==> src/design/rpt_pkg.sv <==
package rpt_pkg;

	localparam int RPT_ENTRIES = 16;

	// opcodes
	localparam logic [2:0] OP_ADD     = 3'd0;
	localparam logic [2:0] OP_REMOVE  = 3'd1;
	localparam logic [2:0] OP_CLEAR   = 3'd2;
	localparam logic [2:0] OP_CHECK   = 3'd3;
	localparam logic [2:0] OP_SWEEP   = 3'd4;
	localparam logic [2:0] OP_USAGE   = 3'd5;
	localparam logic [2:0] OP_TICK    = 3'd6;
	localparam logic [2:0] OP_REFRESH = 3'd7;

	// status codes
	localparam logic [1:0] ST_OK        = 2'd0;
	localparam logic [1:0] ST_REFRESHED = 2'd1;
	localparam logic [1:0] ST_FULL      = 2'd2;
	localparam logic [1:0] ST_NOT_FOUND = 2'd3;

	// configuration register indexes
	localparam logic [1:0] REG_PERM_LIFETIME  = 2'd0;
	localparam logic [1:0] REG_ALLOC_LIFETIME = 2'd1;
	localparam logic [1:0] REG_BW_LIMIT       = 2'd2;
	localparam logic [1:0] REG_LOCAL_BYPASS   = 2'd3;

	localparam logic [31:0] PERM_LIFETIME_RST  = 32'd300;
	localparam logic [31:0] ALLOC_LIFETIME_RST = 32'd600;
	localparam logic [39:0] BW_LIMIT_RST       = 40'd0;
	localparam logic        LOCAL_BYPASS_RST   = 1'b1;

	localparam logic [39:0] UNLIMITED_REMAINING = 40'd99999999;
	localparam logic [15:0] PRIVATE_NET16       = 16'hC0A8;
	localparam logic [7:0]  LOOPBACK_NET8       = 8'd127;

	typedef struct packed {
		logic [2:0]  opcode;
		logic [31:0] peer_address;
		logic [15:0] byte_count;
	} in_item_t;

	typedef struct packed {
		logic [1:0]  status;
		logic        permitted;
		logic        allocation_expired;
		logic [31:0] time_remaining;
		logic [39:0] bandwidth_remaining;
		logic [4:0]  entry_count;
	} out_item_t;

	typedef struct packed {
		logic [31:0] addr;
		logic [31:0] timer;
	} entry_t;

	// table sequencer -> allocation counters
	typedef struct packed {
		logic        add_bytes;
		logic        clr_age;
		logic        inc_age;
		logic [15:0] bytes;
	} alloc_cmd_t;

	typedef struct packed {
		logic        expired;
		logic [31:0] time_rem;
		logic [39:0] bw_rem;
	} alloc_stat_t;

	typedef struct packed {
		logic [1:0] status;
		logic       permitted;
		logic [4:0] entry_count;
	} table_res_t;

endpackage

==> src/design/rpt_entry_mem.sv <==
module rpt_entry_mem #(
	parameter int ENTRIES = rpt_pkg::RPT_ENTRIES,
	parameter int IW = (ENTRIES > 1) ? $clog2(ENTRIES) : 1
) (
	input  logic            clk,
	input  logic            rd_en,
	input  logic [IW-1:0]   rd_idx,
	output rpt_pkg::entry_t rd_data,
	input  logic            wr_en,
	input  logic [IW-1:0]   wr_idx,
	input  rpt_pkg::entry_t wr_data
);
	import rpt_pkg::*;

	entry_t mem_q [ENTRIES];
	entry_t rd_data_q;

	always_ff @(posedge clk) begin
		if (wr_en) begin
			mem_q[wr_idx] <= wr_data;
		end
		if (rd_en) begin
			rd_data_q <= mem_q[rd_idx];
		end
	end

	assign rd_data = rd_data_q;

endmodule

==> src/design/rpt_alloc.sv <==
module rpt_alloc (
	input  logic                clk,
	input  logic                arst_n,
	input  logic                cfg_we,
	input  logic [1:0]          cfg_index,
	input  logic [39:0]         cfg_data,
	input  rpt_pkg::alloc_cmd_t cmd,
	output logic [31:0]         perm_lifetime,
	output logic                bypass_en,
	output rpt_pkg::alloc_stat_t stat
);
	import rpt_pkg::*;

	logic [31:0] perm_life_q;
	logic [31:0] alloc_life_q;
	logic [39:0] bw_limit_q;
	logic        bypass_q;
	logic [39:0] bytes_used_q;
	logic [31:0] age_q;
	logic [40:0] bytes_sum;

	assign bytes_sum = {1'b0, bytes_used_q} + {25'd0, cmd.bytes};

	always_ff @(posedge clk or negedge arst_n) begin
		if (!arst_n) begin
			perm_life_q  <= PERM_LIFETIME_RST;
			alloc_life_q <= ALLOC_LIFETIME_RST;
			bw_limit_q   <= BW_LIMIT_RST;
			bypass_q     <= LOCAL_BYPASS_RST;
			bytes_used_q <= '0;
			age_q        <= '0;
		end else begin
			if (cfg_we) begin
				case (cfg_index)
					REG_PERM_LIFETIME:  perm_life_q  <= cfg_data[31:0];
					REG_ALLOC_LIFETIME: alloc_life_q <= cfg_data[31:0];
					REG_BW_LIMIT:       bw_limit_q   <= cfg_data;
					REG_LOCAL_BYPASS:   bypass_q     <= cfg_data[0];
					default:            ;
				endcase
			end
			if (cmd.add_bytes) begin
				bytes_used_q <= bytes_sum[40] ? '1 : bytes_sum[39:0];
			end
			if (cmd.clr_age) begin
				age_q <= '0;
			end else if (cmd.inc_age && age_q != '1) begin
				age_q <= age_q + 32'd1;
			end
		end
	end

	always_comb begin
		stat.time_rem = (alloc_life_q > age_q) ? alloc_life_q - age_q : '0;
		if (bw_limit_q == '0) begin
			stat.bw_rem = UNLIMITED_REMAINING;
		end else begin
			stat.bw_rem = (bw_limit_q > bytes_used_q) ? bw_limit_q - bytes_used_q : '0;
		end
		stat.expired = (stat.time_rem == '0) || (stat.bw_rem == '0);
	end

	assign perm_lifetime = perm_life_q;
	assign bypass_en     = bypass_q;

endmodule

==> src/design/rpt_table_ctrl.sv <==
module rpt_table_ctrl #(
	parameter int ENTRIES = rpt_pkg::RPT_ENTRIES,
	parameter int IW = (ENTRIES > 1) ? $clog2(ENTRIES) : 1
) (
	input  logic                 clk,
	input  logic                 arst_n,
	input  logic                 req_valid,
	output logic                 req_ready,
	input  rpt_pkg::in_item_t    req,
	input  logic [31:0]          perm_lifetime,
	input  logic                 bypass_en,
	output logic                 mem_rd_en,
	output logic [IW-1:0]        mem_rd_idx,
	input  rpt_pkg::entry_t      mem_rd_data,
	output logic                 mem_wr_en,
	output logic [IW-1:0]        mem_wr_idx,
	output rpt_pkg::entry_t      mem_wr_data,
	output rpt_pkg::alloc_cmd_t  alloc_cmd,
	input  logic                 out_free,
	output logic                 done,
	output rpt_pkg::table_res_t  res
);
	import rpt_pkg::*;

	localparam int CW   = $clog2(ENTRIES + 1);
	localparam int CNTW = $clog2(ENTRIES + 1);

	localparam logic [2:0] S_IDLE   = 3'd0;
	localparam logic [2:0] S_START  = 3'd1;
	localparam logic [2:0] S_SCAN   = 3'd2;
	localparam logic [2:0] S_COMMIT = 3'd3;
	localparam logic [2:0] S_FIN    = 3'd4;

	logic [2:0]         state_q;
	in_item_t           req_q;
	logic [CW-1:0]      iss_q;
	logic               vld_s1;
	logic [IW-1:0]      idx_s1;
	logic               hit_q;
	logic [IW-1:0]      hit_idx_q;
	logic               free_q;
	logic [IW-1:0]      free_idx_q;
	logic [ENTRIES-1:0] valid_q;
	logic [CNTW-1:0]    count_q;
	logic [1:0]         status_q;
	logic               permitted_q;

	logic issuing;
	logic scan_op;
	logic ent_valid;
	logic ent_match;
	logic is_local;

	assign req_ready = (state_q == S_IDLE);
	assign issuing   = (state_q == S_SCAN) && (iss_q < CW'(ENTRIES));
	assign scan_op   = req_q.opcode inside {OP_ADD, OP_REMOVE, OP_CHECK, OP_SWEEP, OP_TICK};
	assign ent_valid = vld_s1 && valid_q[idx_s1];
	assign ent_match = ent_valid && (mem_rd_data.addr == req_q.peer_address);
	assign is_local  = (req_q.peer_address[31:16] == PRIVATE_NET16) ||
		(req_q.peer_address[31:24] == LOOPBACK_NET8);

	assign mem_rd_en  = issuing;
	assign mem_rd_idx = iss_q[IW-1:0];

	always_comb begin
		mem_wr_en   = 1'b0;
		mem_wr_idx  = idx_s1;
		mem_wr_data = '{addr: mem_rd_data.addr, timer: mem_rd_data.timer - 32'd1};
		if (state_q == S_SCAN) begin
			// tick: count down live timers as they stream past
			mem_wr_en = ent_valid && (req_q.opcode == OP_TICK) && (mem_rd_data.timer != '0);
		end else if (state_q == S_COMMIT && req_q.opcode == OP_ADD) begin
			mem_wr_en   = hit_q || free_q;
			mem_wr_idx  = hit_q ? hit_idx_q : free_idx_q;
			mem_wr_data = '{addr: req_q.peer_address, timer: perm_lifetime};
		end
	end

	always_comb begin
		alloc_cmd.add_bytes = 1'b0;
		alloc_cmd.clr_age   = 1'b0;
		alloc_cmd.inc_age   = 1'b0;
		alloc_cmd.bytes     = req_q.byte_count;
		if (state_q == S_START) begin
			alloc_cmd.add_bytes = (req_q.opcode == OP_USAGE);
			alloc_cmd.clr_age   = (req_q.opcode == OP_USAGE) || (req_q.opcode == OP_REFRESH);
			alloc_cmd.inc_age   = (req_q.opcode == OP_TICK);
		end
	end

	always_ff @(posedge clk) begin
		if (state_q == S_IDLE && req_valid) begin
			req_q <= req;
		end
		idx_s1 <= iss_q[IW-1:0];
	end

	always_ff @(posedge clk or negedge arst_n) begin
		if (!arst_n) begin
			state_q     <= S_IDLE;
			iss_q       <= '0;
			vld_s1      <= 1'b0;
			hit_q       <= 1'b0;
			hit_idx_q   <= '0;
			free_q      <= 1'b0;
			free_idx_q  <= '0;
			valid_q     <= '0;
			count_q     <= '0;
			status_q    <= ST_OK;
			permitted_q <= 1'b0;
		end else begin
			vld_s1 <= issuing;
			case (state_q)
				S_IDLE: begin
					if (req_valid) begin
						state_q <= S_START;
					end
				end
				S_START: begin
					iss_q       <= '0;
					hit_q       <= 1'b0;
					free_q      <= 1'b0;
					status_q    <= ST_OK;
					permitted_q <= 1'b0;
					if (req_q.opcode == OP_CLEAR) begin
						valid_q <= '0;
						count_q <= '0;
					end
					state_q <= scan_op ? S_SCAN : S_COMMIT;
				end
				S_SCAN: begin
					if (issuing) begin
						iss_q <= iss_q + CW'(1);
					end else begin
						// last read is being looked at this cycle
						state_q <= S_COMMIT;
					end
					if (ent_match && !hit_q) begin
						hit_q     <= 1'b1;
						hit_idx_q <= idx_s1;
					end
					if (vld_s1 && !valid_q[idx_s1] && !free_q) begin
						free_q     <= 1'b1;
						free_idx_q <= idx_s1;
					end
					if (ent_valid && req_q.opcode == OP_SWEEP && mem_rd_data.timer == '0) begin
						valid_q[idx_s1] <= 1'b0;
						count_q         <= count_q - CNTW'(1);
					end
				end
				S_COMMIT: begin
					case (req_q.opcode)
						OP_ADD: begin
							if (hit_q) begin
								status_q <= ST_REFRESHED;
							end else if (free_q) begin
								valid_q[free_idx_q] <= 1'b1;
								count_q             <= count_q + CNTW'(1);
							end else begin
								status_q <= ST_FULL;
							end
						end
						OP_REMOVE: begin
							if (hit_q) begin
								valid_q[hit_idx_q] <= 1'b0;
								count_q            <= count_q - CNTW'(1);
							end else begin
								status_q <= ST_NOT_FOUND;
							end
						end
						OP_CHECK: begin
							// bypass grants access but still reports not found
							status_q    <= hit_q ? ST_OK : ST_NOT_FOUND;
							permitted_q <= hit_q || (bypass_en && is_local);
						end
						default: ;
					endcase
					state_q <= S_FIN;
				end
				S_FIN: begin
					if (out_free) begin
						state_q <= S_IDLE;
					end
				end
				default: state_q <= S_IDLE;
			endcase
		end
	end

	assign done            = (state_q == S_FIN) && out_free;
	assign res.status      = status_q;
	assign res.permitted   = permitted_q;
	assign res.entry_count = 5'(count_q);

endmodule

==> src/design/relay_permission_table.sv <==
// channel  dir  handshake            payload
// req      in   req_valid/req_ready  in_item_t: opcode, peer_address, byte_count
// rsp      out  rsp_valid/rsp_ready  out_item_t: status .. entry_count
// cfg      in   cfg_we               cfg_index, cfg_data (no read-back)
//
// One request at a time. add, remove, check, sweep and tick walk the entry
// memory one read per cycle, passing through start, scan, commit and finish.
// clear, usage and refresh skip the scan: start, commit, finish.
// Reset clears the valid bits and allocation counters; no memory clearing pass.
// A stalled rsp holds the result; a new request is taken while it waits.
module relay_permission_table #(
	parameter int ENTRIES = rpt_pkg::RPT_ENTRIES
) (
	input  logic               clk,
	input  logic               arst_n,
	input  logic               req_valid,
	output logic               req_ready,
	input  rpt_pkg::in_item_t  req,
	output logic               rsp_valid,
	input  logic               rsp_ready,
	output rpt_pkg::out_item_t rsp,
	input  logic               cfg_we,
	input  logic [1:0]         cfg_index,
	input  logic [39:0]        cfg_data
);
	import rpt_pkg::*;

	localparam int IW = (ENTRIES > 1) ? $clog2(ENTRIES) : 1;

	logic        mem_rd_en;
	logic [IW-1:0] mem_rd_idx;
	entry_t      mem_rd_data;
	logic        mem_wr_en;
	logic [IW-1:0] mem_wr_idx;
	entry_t      mem_wr_data;
	alloc_cmd_t  alloc_cmd;
	alloc_stat_t alloc_stat;
	table_res_t  tbl_res;
	logic [31:0] perm_lifetime;
	logic        bypass_en;
	logic        done;
	logic        out_free;
	logic        rsp_valid_q;
	out_item_t   rsp_q;

	assign out_free = !rsp_valid_q || rsp_ready;

	rpt_entry_mem #(.ENTRIES(ENTRIES), .IW(IW)) u_mem (
		.clk     (clk),
		.rd_en   (mem_rd_en),
		.rd_idx  (mem_rd_idx),
		.rd_data (mem_rd_data),
		.wr_en   (mem_wr_en),
		.wr_idx  (mem_wr_idx),
		.wr_data (mem_wr_data)
	);

	rpt_alloc u_alloc (
		.clk           (clk),
		.arst_n        (arst_n),
		.cfg_we        (cfg_we),
		.cfg_index     (cfg_index),
		.cfg_data      (cfg_data),
		.cmd           (alloc_cmd),
		.perm_lifetime (perm_lifetime),
		.bypass_en     (bypass_en),
		.stat          (alloc_stat)
	);

	rpt_table_ctrl #(.ENTRIES(ENTRIES), .IW(IW)) u_ctrl (
		.clk           (clk),
		.arst_n        (arst_n),
		.req_valid     (req_valid),
		.req_ready     (req_ready),
		.req           (req),
		.perm_lifetime (perm_lifetime),
		.bypass_en     (bypass_en),
		.mem_rd_en     (mem_rd_en),
		.mem_rd_idx    (mem_rd_idx),
		.mem_rd_data   (mem_rd_data),
		.mem_wr_en     (mem_wr_en),
		.mem_wr_idx    (mem_wr_idx),
		.mem_wr_data   (mem_wr_data),
		.alloc_cmd     (alloc_cmd),
		.out_free      (out_free),
		.done          (done),
		.res           (tbl_res)
	);

	always_ff @(posedge clk or negedge arst_n) begin
		if (!arst_n) begin
			rsp_valid_q <= 1'b0;
		end else if (done) begin
			rsp_valid_q <= 1'b1;
		end else if (rsp_ready) begin
			rsp_valid_q <= 1'b0;
		end
	end

	always_ff @(posedge clk) begin
		if (done) begin
			rsp_q.status              <= tbl_res.status;
			rsp_q.permitted           <= tbl_res.permitted;
			rsp_q.allocation_expired  <= alloc_stat.expired;
			rsp_q.time_remaining      <= alloc_stat.time_rem;
			rsp_q.bandwidth_remaining <= alloc_stat.bw_rem;
			rsp_q.entry_count         <= tbl_res.entry_count;
		end
	end

	assign rsp_valid = rsp_valid_q;
	assign rsp       = rsp_q;

endmodule

==> config.mk <==
export PLATFORM = sky130hd
export DESIGN_NAME = relay_permission_table
export DESIGN_NICKNAME = d
export VERILOG_FILES = /design/src/design/rpt_pkg.sv /design/src/design/rpt_entry_mem.sv /design/src/design/rpt_alloc.sv /design/src/design/rpt_table_ctrl.sv /design/src/design/relay_permission_table.sv
export SDC_FILE = /design/constraint.sdc
export NUM_CORES = 2
export LEC_CHECK = 0
export BUFFER_PORTS_ARGS = -buffer_cell sky130_fd_sc_hd__clkbuf_2
export CAP_MARGIN = 10
export CORE_ASPECT_RATIO = 0.8
export CORE_MARGIN = 2
export CORE_UTILIZATION = 43
export CTS_CLUSTER_SIZE = 8
export DETAILED_ROUTE_END_ITERATION = 10
export SETUP_SLACK_MARGIN = 0.15
export SYNTH_ARGS = -nofsm -noshare
export SYNTH_HDL_FRONTEND = slang
export SYNTH_SLANG_ARGS = --single-unit
==> constraint.sdc <==
create_clock -name clk -period 15.08 [get_ports clk]
set_input_delay 0.754 -clock clk [delete_from_list [all_inputs] [get_ports clk]]
set_output_delay 0.754 -clock clk [all_outputs]
set_load 0.03 [all_outputs]
==> metrics.md <==
| Metric | Value |
|---|---|
| Input/output buffers | `180` |
| Share of layout cells above drive strength 1 | `24.8%` |
| Leakage | `23.7 nW` |
| Num rows | `123` |
| IO Pins | `181` |
| FF+latch area | `42300 um2` |
| Initial drt markers | `3815` |
| Synth Flop Type | `edfxtp_1` |
| Final worst setup slack | `10120 ps` |
| DRT Pass-1 Iters | `6` |
| GPL Wtd Cong | `0.876` |
| Syn avg cell area | `17.0 um2` |
| Hold crit path type | `in -> reg` |
| H-tree depth | `4` |
| Post-DRT Antenna Nets | `0` |
| Post-CTS Resized | `0` |
| Dpl hpwl | `89.8 mm` |
| Crit Path Category | `reg -> reg` |
| Pwr Density | `180 nW/um2` |
| Clock Latency Late Sink | `840 ps` |
| Synth area leader | `edfxtp_1` |
| Leading cell type in the layout, fill and taps excluded | `edfxtp_1` |
| Fmax | `202 MHz` |
| Non-Filler Instances | `5864` |
| Required time worst endpoint | `15490 ps` |
| Worst clock skew | `69.0 ps` |
| Initial Utilization | `43.5%` |
| CTS Buffer Depth | `3` |
| Die outline area | `146000 um2` |
| RSZ-0062 raised after global routing | `false` |
| Core ar. | `141000 um2` |
| Synthesized Nets | `3811` |
| Seq/Total Area, Yosys | `68.9%` |
| Worst-path clk slew | `50 ps` |
| Slew HR | `10.7%` |
| Die X | `426 um` |
| Worst hold stages | `1` |
| DP Area | `64600 um2` |
| Vias in the first global route | `33498` |
| Nets | `4102` |
| Fillers | `11597` |
| Flops & latches, synth | `1445` |
| Synth Cell Area | `61300 um2` |
| Type of origin of the critical path | `flip-flop` |
| Final hold violations | `0` |
| Top cell type's share of synthesized area | `59.7%` |
| Slew Viols, Final | `0` |
| Clk sinks | `1445` |
| Critical Path End Type | `flip-flop` |
| Final Cycle Share | `32.9%` |
| Area grow syn2layout | `14.7%` |
| Worst-margin pin slew | `1330 ps` |
| Drt drc | `0` |
| Pwr Total | `0.0127 W` |
| Total Wirelength | `148 mm` |
| R2R depth | `12` |
| Detailed-route via count | `33864` |
| Post-synth EDFFs | `1220` |
| Setup TNS | `0 ps` |
| Pin count of the biggest net entering global routing | `106` |
| Routed len/inst | `25.2 um` |
| Total of max-cap violations | `0` |
| Routed vias/inst | `5.77` |
| Worst IR Drop VDD | `173 uV` |
| Inst Count DP | `5573` |
| Design Area, Final | `70300 um2` |
| Distinct cells, synth | `78` |
| Top cells by area, synth | `edfxtp_1, mux4_2, dfrtp_1, mux2_2, xnor2_1` |
| Cts bufs inserted | `199` |
| Critical Path Fanout Max | `37` |
| Gr ovfl total | `0` |
| Total track usage | `20.4%` |
| Area of the multi-input gates | `18200 um2` |
| Setup violators final | `0` |
| CTS tree | `done` |
| Die Y | `342 um` |
| Post-place setup slack | `10040 ps` |
| Tmin final | `4960 ps` |
| Commonest non-fill, non-tap cells in the layout | `edfxtp_1, mux4_2, dfrtp_1` |
| Synthesized instance count | `3617` |
| First-pass GRT wire length | `220 mm` |
| Synth Warn # | `0` |
| Outcome | `finished, final reports clean` |
| Cell chosen for the clock root | `clkbuf_16` |
| Critical path arrival | `5370 ps` |
| Initial antenna violation count | `10` |
| Synth async-reset ratio | `15.3%` |
through the flow:
step	hold slack (ps)	util [%]
after floorplan	369	-
after global placement	453	45.8
after detailed placement	448	45.8
after CTS	47.6	49.8
after global routing	71.5	49.8
final	102	49.8
path summary, 6_finish.rpt:
path / end / startpoint / slack (ps)
max: u_mem.mem_q[13][23] / u_mem.rd_data[14] / 10120
min: u_ctrl.req_q[32] / req[32] / 100
max reg2reg: u_mem.mem_q[13][23] / u_mem.rd_data[14] / 10120
min reg2reg: rsp[80] / u_ctrl.status_q[1] / 470
max in group asynchronous: u_ctrl.iss_q[0] / arst_n / 12290
min in group asynchronous: u_alloc.bw_limit_q[37] / arst_n / 530
kinds of logic (layout without fill, tap and decap cells):
family          Yosys count  in the layout  synth area share (%)
flops                  1445           1445                  68.9
simple gates            683            683                  5.50
mux                     476            476                  14.7
compound gates          466            466                  4.62
buf+inv                 266            637                  1.65
xor+xnor                185            185                  2.64
fa+ha+maj                96             96                  2.00
other cells               0              1                     0
timing repair:
action | CTS | global route
hold buffers | 1 | 0
hold endpoints to repair | 24 | 0
buffers inserted | 0 | 0
cell usage after synthesis, types with 9 or more instances:
cell,count
a211oi_1,11
a21boi_0,12
a21o_1,23
a21oi_1,133
a31oi_1,47
and2_1,16
and3_1,23
buf_1,37
clkbuf_1,116
dfrtp_1,212
dfstp_2,9
edfxtp_1,1220
ha_1,93
inv_1,110
mux2_2,145
mux4_2,325
nand2_1,147
nand2b_1,23
nand3_1,54
nand4_1,43
nor2_1,211
nor2b_1,22
nor3_1,46
nor4_1,31
o211ai_1,12
o21a_1,11
o21ai_0,137
o21bai_1,11
o31ai_1,15
or3_1,16
xnor2_1,140
xor2_1,45
flip-flops by register name (all words and copies together) (netlist names), 2 cells and up:
signal and cells:
rsp 81, u_alloc.bw_limit_q 40, u_ctrl.alloc_cmd 16, u_ctrl.free_idx_q 4
u_ctrl.state_q 3, u_ctrl.req_q 35, u_alloc.alloc_life_q 32, u_ctrl.count_q 5
u_ctrl.hit_idx_q 4, u_mem.mem_q 1024, u_ctrl.status_q 2, u_mem.rd_data 64
u_ctrl.idx_s1 4, u_alloc.bytes_used_q 40, u_ctrl.valid_q 16, u_alloc.perm_lifetime 32
u_alloc.age_q 32, u_ctrl.iss_q 5
layout make-up:
class	count	share of cell area, %
sequential	1445	60.1
multi-input combinational	1906	25.9
clock buffer	265	7.46
tap	1875	3.33
timing repair buffer	246	2.07
inverter	110	0.587
clock inverter	16	0.555
antenna	1	0.00356
critical path: stages, from the launching register on:
cell and delay [ps]:
edfxtp_1 420, or3_4 410, or4_4 450, or4_4 450
or4_1 420, or3_1 410, or3_4 380, nor2_1 120
o32a_1 250, nor2b_1 90, nand2_1 310, nor2_4 250
buf_4 470
where the power goes:
group	switching (W)	leakage, nW	internal, W
Clock	0.00165	2.70	0.00240
Sequential	0.000268	13.9	0.00509
Combinational	0.00193	7.14	0.00134
metal layers:
| layer | share of wire [%] | global-route usage, % |
|---|---|---|
| met4 | 2.0 | 5.71 |
| met1 | 48 | 32.0 |
| met5 | 0.037 | 0 |
| met3 | 7.3 | 4.06 |
| met2 | 43 | 28.6 |
(Power assumes the default switching activity.)
